`src/design/wavhp_pkg.sv`:
```
// ----------------------------------------------------------------------------
// WAV header parser package
// Shared result kinds, error codes, sample codings, chunk tags and the
// result record passed from the parsing core to the output stage.
// ----------------------------------------------------------------------------
package wavhp_pkg;

	typedef enum logic [1:0] {
		KIND_SAMPLE = 2'd0,
		KIND_FORMAT = 2'd1,
		KIND_ERROR  = 2'd2
	} kind_t;

	typedef enum logic [2:0] {
		ERR_NONE       = 3'd0,
		ERR_BAD_TAG    = 3'd1,
		ERR_NO_FORMAT  = 3'd2,
		ERR_BAD_CODING = 3'd3,
		ERR_BAD_RATE   = 3'd4,
		ERR_EARLY_END  = 3'd5
	} err_t;

	typedef enum logic [1:0] {
		COD_FLOAT32 = 2'd0,
		COD_INT16   = 2'd1,
		COD_UINT8   = 2'd2,
		COD_INT32   = 2'd3
	} coding_t;

	localparam logic [31:0] TAG_RIFF = 32'h5249_4646;
	localparam logic [31:0] TAG_WAVE = 32'h5741_5645;
	localparam logic [31:0] TAG_FMT  = 32'h666D_7420;
	localparam logic [31:0] TAG_DATA = 32'h6461_7461;

	localparam logic [15:0] FMT_TAG_PCM   = 16'd1;
	localparam logic [15:0] FMT_TAG_FLOAT = 16'd3;

	localparam int TDATA_W = 80;

	typedef struct packed {
		logic        valid;
		kind_t       kind;
		logic [7:0]  sample_byte;
		logic        last;
		coding_t     sample_coding;
		logic [15:0] channel_count;
		logic [31:0] sample_rate;
		logic [15:0] bits_per_sample;
		err_t        error_code;
	} result_t;

endpackage

```
`src/design/wav_header_parser.sv`:
```
// A byte waits in the input register, its result, if any, in the result register.
// Throughput: one byte per cycle; the input register and the result register
// each advance whenever the result register is empty or being taken.
// Reset clears the parsing state and both valid flags at once; the parser
// then waits for byte 0 of a new file.
// ----------------------------------------------------------------------------
// WAV header parser
// Streams a WAV file in byte by byte, checks its RIFF/WAVE header and chunk
// structure, reports the format or an error, then forwards payload bytes.
// ----------------------------------------------------------------------------
module wav_header_parser (
	input  logic                             clk,
	input  logic                             arst_n,
	input  logic                             s_tvalid,
	output logic                             s_tready,
	input  logic [7:0]                       s_tdata,  // in_byte
	input  logic                             s_tlast,  // end_of_file
	output logic                             m_tvalid,
	input  logic                             m_tready,
	// sample_byte[7:0], sample_coding[9:8], channel_count[25:10],
	// sample_rate[57:26], bits_per_sample[73:58], error_code[76:74], zeros above
	output logic [wavhp_pkg::TDATA_W-1:0]    m_tdata,
	output logic                             m_tlast,  // last
	output logic [1:0]                       m_tuser   // kind
);
	import wavhp_pkg::*;

	logic       valid_s1;
	logic [7:0] byte_s1;
	logic       eof_s1;
	logic       advance;
	result_t    res;
	result_t    res_s2;
	logic       valid_s2;

	assign advance  = valid_s1 && (!valid_s2 || m_tready);
	assign s_tready = !valid_s1 || advance;

	always_ff @(posedge clk or negedge arst_n) begin
		if (!arst_n) begin
			valid_s1 <= 1'b0;
		end else if (s_tvalid && s_tready) begin
			valid_s1 <= 1'b1;
		end else if (advance) begin
			valid_s1 <= 1'b0;
		end
	end

	always_ff @(posedge clk) begin
		if (s_tvalid && s_tready) begin
			byte_s1 <= s_tdata;
			eof_s1  <= s_tlast;
		end
	end

	wavhp_core u_core (
		.clk         (clk),
		.arst_n      (arst_n),
		.step        (advance),
		.in_byte     (byte_s1),
		.end_of_file (eof_s1),
		.result      (res)
	);

	// A byte that causes no result still advances, leaving the result register empty.
	always_ff @(posedge clk or negedge arst_n) begin
		if (!arst_n) begin
			valid_s2 <= 1'b0;
		end else if (advance) begin
			valid_s2 <= res.valid;
		end else if (m_tready) begin
			valid_s2 <= 1'b0;
		end
	end

	always_ff @(posedge clk) begin
		if (advance && res.valid)
			res_s2 <= res;
	end

	assign m_tvalid = valid_s2;
	assign m_tlast  = res_s2.last;
	assign m_tuser  = res_s2.kind;
	assign m_tdata  = {3'b000, res_s2.error_code, res_s2.bits_per_sample,
	                   res_s2.sample_rate, res_s2.channel_count,
	                   res_s2.sample_coding, res_s2.sample_byte};

endmodule

```
`src/design/wavhp_core.sv`:
```
// ----------------------------------------------------------------------------
// WAV header parser core
// Holds the parsing state and works out the result for one file byte.
// The state advances only when step is high.
// ----------------------------------------------------------------------------
module wavhp_core (
	input  logic                clk,
	input  logic                arst_n,
	input  logic                step,
	input  logic [7:0]          in_byte,
	input  logic                end_of_file,
	output wavhp_pkg::result_t  result
);
	import wavhp_pkg::*;

	typedef enum logic [2:0] {
		PH_HDR  = 3'b001,
		PH_BODY = 3'b010,
		PH_PAY  = 3'b100
	} phase_t;

	logic [3:0]  header_count_q, header_count_d;
	phase_t      phase_q, phase_d;
	logic [31:0] chunk_tag_q, chunk_tag_d;
	logic [31:0] chunk_length_q, chunk_length_d;
	logic [32:0] body_left_q, body_left_d;
	logic [4:0]  field_count_q, field_count_d;
	logic [15:0] coding_word_q, coding_word_d;
	logic [15:0] channels_word_q, channels_word_d;
	logic [31:0] rate_word_q, rate_word_d;
	logic [15:0] bits_word_q, bits_word_d;
	logic        have_format_q, have_format_d;
	logic        capturing_q, capturing_d;
	logic [31:0] payload_left_q, payload_left_d;
	logic        finished_q, finished_d;

	always_comb begin
		result_t     res;
		logic [31:0] tag_sh;
		logic [4:0]  fc_inc;
		logic [32:0] bl_dec;
		logic [31:0] pl_dec;
		coding_t     cod;
		logic        cod_ok;

		header_count_d  = header_count_q;
		phase_d         = phase_q;
		chunk_tag_d     = chunk_tag_q;
		chunk_length_d  = chunk_length_q;
		body_left_d     = body_left_q;
		field_count_d   = field_count_q;
		coding_word_d   = coding_word_q;
		channels_word_d = channels_word_q;
		rate_word_d     = rate_word_q;
		bits_word_d     = bits_word_q;
		have_format_d   = have_format_q;
		capturing_d     = capturing_q;
		payload_left_d  = payload_left_q;
		finished_d      = finished_q;

		res        = '0;
		res.kind   = KIND_SAMPLE;
		tag_sh     = {chunk_tag_q[23:0], in_byte};
		fc_inc     = field_count_q + 5'd1;
		bl_dec     = body_left_q;
		pl_dec     = payload_left_q;
		cod        = COD_FLOAT32;
		cod_ok     = 1'b1;

		if (!finished_q) begin
			if (header_count_q < 4'd12) begin
				if (header_count_q < 4'd4 || header_count_q >= 4'd8)
					chunk_tag_d = tag_sh;
				if ((header_count_q == 4'd3 && tag_sh != TAG_RIFF) ||
				    (header_count_q == 4'd11 && tag_sh != TAG_WAVE)) begin
					res.valid      = 1'b1;
					res.kind       = KIND_ERROR;
					res.last       = 1'b1;
					res.error_code = ERR_BAD_TAG;
				end
				if (header_count_q == 4'd3 || header_count_q == 4'd11)
					chunk_tag_d = '0;
				header_count_d = header_count_q + 4'd1;
			end else begin
				unique case (phase_q)
					PH_BODY: begin
						if (capturing_q && field_count_q < 5'd16) begin
							unique case (field_count_q[3:0])
								4'd0:  coding_word_d[7:0]    = in_byte;
								4'd1:  coding_word_d[15:8]   = in_byte;
								4'd2:  channels_word_d[7:0]  = in_byte;
								4'd3:  channels_word_d[15:8] = in_byte;
								4'd4:  rate_word_d[7:0]      = in_byte;
								4'd5:  rate_word_d[15:8]     = in_byte;
								4'd6:  rate_word_d[23:16]    = in_byte;
								4'd7:  rate_word_d[31:24]    = in_byte;
								4'd14: bits_word_d[7:0]      = in_byte;
								4'd15: bits_word_d[15:8]     = in_byte;
								default: ;
							endcase
							field_count_d = fc_inc;
							if (fc_inc == 5'd16) begin
								have_format_d = 1'b1;
								capturing_d   = 1'b0;
							end
						end
						if (body_left_q != '0)
							bl_dec = body_left_q - 33'd1;
						body_left_d = bl_dec;
						if (bl_dec == '0) begin
							phase_d       = PH_HDR;
							field_count_d = '0;
							capturing_d   = 1'b0;
						end
					end
					PH_PAY: begin
						if (payload_left_q != '0)
							pl_dec = payload_left_q - 32'd1;
						payload_left_d  = pl_dec;
						res.valid       = 1'b1;
						res.kind        = KIND_SAMPLE;
						res.sample_byte = in_byte;
						res.last        = (pl_dec == '0) || end_of_file;
					end
					default: begin
						// Chunk header: four tag bytes, then a little-endian length.
						if (field_count_q < 5'd4) begin
							chunk_tag_d = tag_sh;
						end else if (field_count_q < 5'd8) begin
							unique case (field_count_q[1:0])
								2'd0: chunk_length_d[7:0]   = chunk_length_q[7:0] | in_byte;
								2'd1: chunk_length_d[15:8]  = chunk_length_q[15:8] | in_byte;
								2'd2: chunk_length_d[23:16] = chunk_length_q[23:16] | in_byte;
								default: chunk_length_d[31:24] =
									chunk_length_q[31:24] | in_byte;
							endcase
						end
						field_count_d = fc_inc;
						if (fc_inc >= 5'd8) begin
							field_count_d = '0;
							if (chunk_tag_d == TAG_DATA) begin
								if (coding_word_q == FMT_TAG_FLOAT && bits_word_q == 16'd32)
									cod = COD_FLOAT32;
								else if (coding_word_q == FMT_TAG_PCM && bits_word_q == 16'd16)
									cod = COD_INT16;
								else if (coding_word_q == FMT_TAG_PCM && bits_word_q == 16'd8)
									cod = COD_UINT8;
								else if (coding_word_q == FMT_TAG_PCM && bits_word_q == 16'd32)
									cod = COD_INT32;
								else
									cod_ok = 1'b0;
								res.valid = 1'b1;
								if (!have_format_q) begin
									res.kind       = KIND_ERROR;
									res.last       = 1'b1;
									res.error_code = ERR_NO_FORMAT;
								end else if (!cod_ok) begin
									res.kind       = KIND_ERROR;
									res.last       = 1'b1;
									res.error_code = ERR_BAD_CODING;
								end else if (channels_word_q == '0 || rate_word_q == '0 ||
								             rate_word_q[31]) begin
									res.kind       = KIND_ERROR;
									res.last       = 1'b1;
									res.error_code = ERR_BAD_RATE;
								end else begin
									payload_left_d      = chunk_length_d;
									res.kind            = KIND_FORMAT;
									res.last            = (chunk_length_d == '0) || end_of_file;
									res.sample_coding   = cod;
									res.channel_count   = channels_word_q;
									res.sample_rate     = rate_word_q;
									res.bits_per_sample = bits_word_q;
									phase_d             = PH_PAY;
								end
							end else begin
								capturing_d = (chunk_tag_d == TAG_FMT) &&
								              (chunk_length_d >= 32'd16);
								body_left_d = {1'b0, chunk_length_d} +
								              {32'd0, chunk_length_d[0]};
								chunk_tag_d    = '0;
								chunk_length_d = '0;
								phase_d = (body_left_d == '0) ? PH_HDR : PH_BODY;
							end
						end
					end
				endcase
			end

			if (end_of_file && !res.valid) begin
				res.valid      = 1'b1;
				res.kind       = KIND_ERROR;
				res.last       = 1'b1;
				res.error_code = ERR_EARLY_END;
			end
			if (res.valid && res.last)
				finished_d = 1'b1;
		end

		// The final byte of a file always leaves the parser fully cleared.
		if (end_of_file) begin
			header_count_d  = '0;
			phase_d         = PH_HDR;
			chunk_tag_d     = '0;
			chunk_length_d  = '0;
			body_left_d     = '0;
			field_count_d   = '0;
			coding_word_d   = '0;
			channels_word_d = '0;
			rate_word_d     = '0;
			bits_word_d     = '0;
			have_format_d   = 1'b0;
			capturing_d     = 1'b0;
			payload_left_d  = '0;
			finished_d      = 1'b0;
		end

		result = res;
	end

	always_ff @(posedge clk or negedge arst_n) begin
		if (!arst_n) begin
			header_count_q  <= '0;
			phase_q         <= PH_HDR;
			chunk_tag_q     <= '0;
			chunk_length_q  <= '0;
			body_left_q     <= '0;
			field_count_q   <= '0;
			coding_word_q   <= '0;
			channels_word_q <= '0;
			rate_word_q     <= '0;
			bits_word_q     <= '0;
			have_format_q   <= 1'b0;
			capturing_q     <= 1'b0;
			payload_left_q  <= '0;
			finished_q      <= 1'b0;
		end else if (step) begin
			header_count_q  <= header_count_d;
			phase_q         <= phase_d;
			chunk_tag_q     <= chunk_tag_d;
			chunk_length_q  <= chunk_length_d;
			body_left_q     <= body_left_d;
			field_count_q   <= field_count_d;
			coding_word_q   <= coding_word_d;
			channels_word_q <= channels_word_d;
			rate_word_q     <= rate_word_d;
			bits_word_q     <= bits_word_d;
			have_format_q   <= have_format_d;
			capturing_q     <= capturing_d;
			payload_left_q  <= payload_left_d;
			finished_q      <= finished_d;
		end
	end

endmodule

```
`config.mk`:
```
export PLATFORM = sky130hd
export DESIGN_NAME = wav_header_parser
export DESIGN_NICKNAME = d
export VERILOG_FILES = /design/src/design/wavhp_pkg.sv /design/src/design/wav_header_parser.sv /design/src/design/wavhp_core.sv
export SDC_FILE = /design/constraint.sdc
export NUM_CORES = 1
export LEC_CHECK = 0
export BUFFER_PORTS_ARGS = -buffer_cell sky130_fd_sc_hd__buf_2
export CORE_ASPECT_RATIO = 1.25
export CORE_MARGIN = 3
export CORE_UTILIZATION = 50
export DETAILED_ROUTE_END_ITERATION = 10
export GPL_ROUTABILITY_DRIVEN = 1
export PLACE_DENSITY = 0.68
export SYNTH_ARGS = -nofsm -noshare
export SYNTH_HDL_FRONTEND = slang
export SYNTH_SLANG_ARGS = --single-unit
```
`constraint.sdc`:
```
create_clock -name clk -period 9.73 [get_ports clk]
set_input_delay 0 -clock clk [delete_from_list [all_inputs] [get_ports clk]]
set_output_delay 0 -clock clk [all_outputs]
set_load 0.005 [all_outputs]
```
After elaboration in Yosys (flattened, before gate mapping). Cells that the tools add are included.

Latch bits: 0. Logic and storage cells: 349. RAM bits: 0. Register bits: 315. Memory bits (read-only): 0. Memories kept: 0.

Bitwise logic cells: 9. Equality and inequality tests: 40. Multipliers: 0. Shift operators: 0. Div/mod/pow operators: 0. Reduce and logical (&&, ||, !) cells: 82. Order comparisons: 8. Add/subtract/negate cells: 5. Multiplexer cells: 171.

Operator list (number): 2-to-1 mux 32 bit (40); 2-to-1 mux 33 bit (9); 2-to-1 mux 66 bit (4); 2-to-1 mux 16 bit (15); 2-to-1 mux 70 bit (2); 2-to-1 mux 8 bit (16); zero test 32 bit (3); 2-to-1 mux 81 bit (1); AND reduction 6 bit (12); 2-to-1 mux 69 bit (1); zero test 33 bit (2); case mux 33 bit (2 select lines) (1); equality test 32 x 31 -> 1 bit, second input constant (2); != test 32 x 31 -> 1 bit, second input constant (2); case mux 32 bit (2 select lines) (1); 2-to-1 mux 3 bit (21); 2-to-1 mux 1 bit (38); adder 32 x 1 -> 33 bit (1); nonzero test 33 bit (1); subtractor 33 x 1 -> 33 bit, second input constant (1); greater-or-equal comparator 32 x 5 -> 1 bit, second input constant (1); bitwise OR 8 bit (4); nonzero test 2 bit (16); nonzero test 32 bit (1); other kinds (56) (120).

Logic depth before layout (Yosys ltp).
Depth after elaboration: 26. Gate-level depth with buffers: 16. Depth with buffers taken out: 14.

Modules after synthesis. From an unflattened synthesis, not the netlist that was laid out.

Cell total of the unflattened synthesis: 1657. Area total of the unflattened synthesis: 16553.4 um^2.

By module, submodules not included: wavhp_core (cells each 1554, area an instance 13743.2 um^2, times used 1, seq. area each 5606.6 um^2); wav_header_parser (cells each 103, area an instance 2810.2 um^2, times used 1, seq. area each 2722.6 um^2).

Worst setup path after synthesis. OpenSTA, ideal clock, no wires.

Path type: flip-flop to flip-flop. From: reg u_core.field_count_q[3]. To: reg res_s2, in the netlist m_tdata[0], enable pin. Buffers on the path: 2. Arrival: 7.390 ns. Stages on the path, launching flop included: 11. Library setup time: 0.617 ns. Path slack: 1.724 ns. Path through: dfrtp_1 -> buf_2 -> or3_1 -> clkbuf_1 -> nor4_1 -> a31oi_1 -> nor2_1 -> nand2_1 -> a21oi_1 -> nor3_1 -> nor3_1.

Cells in the longest elaborated chain, start to end: 17. Elaborated cells between the ends (all ways): 19.

Ends and longest elaborated chain: start, declared (RTL line wavhp_core.sv:27) `logic [4:0] field_count_q, field_count_d;`; start signal, assigned (RTL line wavhp_core.sv:243) `field_count_q <= field_count_d;`; less-than comparator 5 x 3 -> 1 bit (RTL line wavhp_core.sv:127) `if (field_count_q < 5'd4) begin`; 2-to-1 mux 32 bit (RTL line wavhp_core.sv:127); 2-to-1 mux 32 bit (RTL line wavhp_core.sv:85) `unique case (phase_q)`; 2-to-1 mux 32 bit (RTL line wavhp_core.sv:71) `if (header_count_q < 4'd12) begin`; 2-to-1 mux 32 bit (RTL line wavhp_core.sv:70) `if (!finished_q) begin`; equality test 32 x 31 -> 1 bit (RTL line wavhp_core.sv:141) `if (chunk_tag_d == TAG_DATA) begin`; 2-to-1 mux 3 bit (RTL line wavhp_core.sv:141); 2-to-1 mux 3 bit (*) (RTL line wavhp_core.sv:139) `if (fc_inc >= 5'd8) begin`; case mux 3 bit (2 select lines) (*) (RTL line wavhp_core.sv:85); 2-to-1 mux 3 bit (*) (RTL line wavhp_core.sv:71); 2-to-1 mux 3 bit (*) (RTL line wavhp_core.sv:70); zero test 1 bit (RTL line wavhp_core.sv:190) `if (end_of_file && !res.valid) begin`; logical AND 1 bit (RTL line wavhp_core.sv:190); 2-to-1 mux 3 bit (*) (RTL line wavhp_core.sv:190); 2-to-1 mux 3 bit (*) (RTL line wavhp_core.sv:70); 2-to-1 mux 81 bit (*) (RTL line wavhp_core.sv:70); logical AND 1 bit (*) (RTL line wav_header_parser.sv:77) `if (advance && res.valid)`; end signal, assigned (RTL line wav_header_parser.sv:78) `res_s2 <= res;`; end, declared (RTL line wav_header_parser.sv:33) `result_t res_s2;`.

Mark *: on every way between the ends. The rest lies on a longest branch, timed or not. The select of a mux whose other input is x is not followed. A chain may end at the register's enable or synchronous reset.

Final worst setup path.
From: reg u_core.field_count_q[0]. To: reg u_core.phase_q[1].

Cells in the longest elaborated chain, start to end: 17. Elaborated cells between the ends (all ways): 36.

Ends and longest elaborated chain: parallel branches: the longest is 17 deep, another holds adder 32 x 1 -> 33 bit; end signal, assigned (RTL line wavhp_core.sv:239) `phase_q <= phase_d;`; end, declared (RTL line wavhp_core.sv:23) `phase_t phase_q, phase_d;`.

Several ways; the timed one is not identified. The select of a mux whose other input is x is not followed.

==> flow_summary.json <==
{
  "status": "finished clean",
  "final_max_slew_viol_count": 0,
  "synth.area.top_cells": "dfrtp_1, edfxtp_1, mux2_2, o21ai_0, nor2_1",
  "final_nets": 1804,
  "yosysWarnings": 0,
  "wl_per_cell_microns": 21.3,
  "drive_gt1_share_pct": 16.4,
  "drt_iter0_markers": 1266,
  "setup_tns_ps": 0,
  "required_ps": 10110,
  "yosysUniqueCellTypes": 86,
  "crit_path_start_kind": "flop",
  "finalHoldViolations": 0,
  "synthArstFlopShare_pct": 71.7,
  "diodes": 0,
  "met3_usage_pct": 3.22,
  "clkTransAtPathRegs_ps": 60,
  "grt_antenna_before_repair": 0,
  "p_per_area_nw_per_um2": 249,
  "globalRouteMet2Util_pct": 44.1,
  "htree_levels": 2,
  "p_leak_nw": 7.89,
  "cap_violations": 0,
  "maxSlewHeadroom_pct": 17.4,
  "cts_tree": "yes",
  "synth_commonest_cells": "dfrtp_1, nor2_1, o21ai_0, nand2_1, clkbuf_1",
  "die_x_microns": 170,
  "min_path_type": "in -> async",
  "synth_cells": 1707,
  "start_util_pct": 51.0,
  "synth_ff_type": "dfrtp_1",
  "worst_pin_slew_ps": 1240,
  "area_delta_synth_final_pct": 12.5,
  "place_area_sq_um": 17600,
  "synth-seq-cells": 315,
  "cp.arrival_ps": 5380,
  "setup_viol_count_final": 0,
  "yosysTopAreaCell": "dfrtp_1",
  "period_share_pct": 51.3,
  "cts.sinks": 315,
  "grt_overflow": 0,
  "die_y_microns": 211,
  "cp_max_fo": 10,
  "met1_usage_pct": 33.4,
  "hpwl_microns": 32500,
  "rows": 74,
  "cts_resized": 0,
  "grt_pass1_wl_microns": 74300,
  "core_sq_um": 32900,
  "fmax_ghz": 0.200,
  "skew_ps": 19.2,
  "avgSynthCellArea_sq_um": 9.81,
  "layout_min_cycle_time_ps": 5000,
  "cts_max_path_buffers": 3,
  "drtAntennaViolNets": 0,
  "synth_edf_count": 89,
  "clock_latency_ps": 520,
  "synth_area_sq_um": 16700,
  "grt-busiest-layer": "met2",
  "vias": 14000,
  "drt-pass1-iter-count": 6,
  "place_congestion": 0.974,
  "grt_usage_pct": 26.0,
  "drc_errors": 0,
  "power_mw": 4.69,
  "endpoint_kind": "flop",
  "dieArea_sq_um": 35700,
  "yosys.cell_count.top_type": "dfrtp_1",
  "post_cts_buffers": 0,
  "worst_slack_ps": 4730,
  "yosysSeqAreaShare_pct": 49.7,
  "grt_max_degree": 101,
  "final_area_sq_um": 18800,
  "io_buffers": 94,
  "rsz0062_at_grt": "no",
  "vias_per_cell": 6.29,
  "ctsHoldBuffers": 13,
  "grt_pass1_vias": 13300,
  "cts_buffers": 34,
  "yosysTopAreaCellShare_pct": 33.6,
  "wl_microns": 47400,
  "peakVddDrop_mv": 0.127,
  "root_buffer": "clkbuf_16",
  "boundaryPins": 98,
  "place_ws_ps": 4820,
  "critPathKind": "reg -> reg"
}
cell usage in the layout (no fill, tap or decap), types with 8 or more instances in the layout:
master | netlist | routed
a22o_1 | 38 | 38
buf_2 | 4 | 93
dfrtp_1 | 225 | 225
xor2_1 | 18 | 18
nor2_1 | 171 | 170
nor2b_1 | 17 | 17
nand3_1 | 34 | 34
nor4_1 | 53 | 53
or4_1 | 16 | 16
nand4_1 | 29 | 29
nor3_1 | 81 | 79
ha_1 | 12 | 12
edfxtp_1 | 89 | 89
clkbuf_16 | 0 | 36
xnor2_1 | 28 | 28
conb_1 | 1 | 17
mux2_2 | 83 | 83
dlygate4sd3_1 | 0 | 13
buf_4 | 4 | 22
nor3b_1 | 11 | 9
inv_1 | 23 | 23
o21ai_0 | 166 | 166
nand2_1 | 111 | 111
a21oi_1 | 92 | 92
nand3b_1 | 8 | 8
o31ai_1 | 12 | 12
and2_1 | 56 | 56
and3_1 | 14 | 14
a31oi_1 | 42 | 42
or3_1 | 25 | 25
state kept, by name, summed over array words and instances, names as in the netlist:
register	count
byte_s1	8
eof_s1	1
m_tdata	77
m_tlast	1
m_tuser	2
m_tvalid	1
u_core.bits_word_q	16
u_core.body_left_q	33
u_core.capturing_q	1
u_core.channels_word_q	16
u_core.chunk_length_q	32
u_core.chunk_tag_q	32
u_core.coding_word_q	16
u_core.field_count_q	5
u_core.finished_q	1
u_core.have_format_q	1
u_core.header_count_q	4
u_core.payload_left_q	32
u_core.phase_q	3
u_core.rate_word_q	32
valid_s1	1
area by class of cell:
class | count | area [sq um]
fill | 2822 | 14000
tap | 418 | 523
sequential | 315 | 8330
clock buffer | 45 | 955
clock inverter | 16 | 186
inverter | 24 | 90.1
multi-input combinational | 1275 | 7980
timing repair buffer | 129 | 776
kinds of logic after synthesis:
family,synth area share [%]
AO/OA/AOI/OAI,15.9
XOR/XNOR,2.41
adder cells (fa/ha/maj),0.897
buffers and inverters,3.15
flip-flops,49.7
multiplexers,5.94
other,0.0224
AND/OR/NAND/NOR,21.9
stage by stage:
| stage | instances | utilization, % | hold slack, ps |
|---|---|---|---|
| final | 2222 | 57.3 | 79.1 |
| after CTS | 2222 | 57.3 | 132 |
| after global placement | 2148 | 53.5 | 80.2 |
| after detailed placement | 2148 | 53.5 | 91.0 |
| after global routing | 2222 | 57.3 | 139 |
| after floorplan | 1723 | - | -296 |
where the power goes:
| group | switching [mW] | leakage [nW] | internal [mW] | total (mW) |
|---|---|---|---|---|
| clock | 0.530 | 0.553 | 0.799 | 1.33 |
| combinational | 1.03 | 3.44 | 0.581 | 1.61 |
| sequential | 0.176 | 3.90 | 1.58 | 1.76 |
per-layer routing:
layer  share of wire (%)  vias up
li1                    -     6472
met1                  40     6826
met2                  49      548
met3                 5.8      129
met4                 4.9        0
met5                   0        -
critical path: stages (launching register included):
cell	delay, ps
dfrtp_1	480
inv_1	130
ha_1	180
nor3b_2	710
a31oi_2	320
inv_1	140
ha_1	260
nor4b_1	460
nand2_1	370
nor3_2	270
xnor2_1	100
or4_1	530
or4_1	550
o211ai_2	230
o22ai_1	110
path summary, 6_finish.rpt:
kind                                      startpoint                   endpoint  slack, ps  depth (start not counted)
max in group asynchronous                     arst_n     u_core.chunk_tag_q[12]       8110                          3
hold reg to reg            u_core.chunk_length_q[31]  u_core.chunk_length_q[31]        480                          2
hold / removal                                arst_n      u_core.body_left_q[9]         80                          2
min in group clk                             s_tlast                     eof_s1        190                          2
setup / recovery             u_core.field_count_q[0]          u_core.phase_q[1]       4730                         14
setup reg to reg             u_core.field_count_q[0]          u_core.phase_q[1]       4730                         14
(Power assumes the default switching activity.)
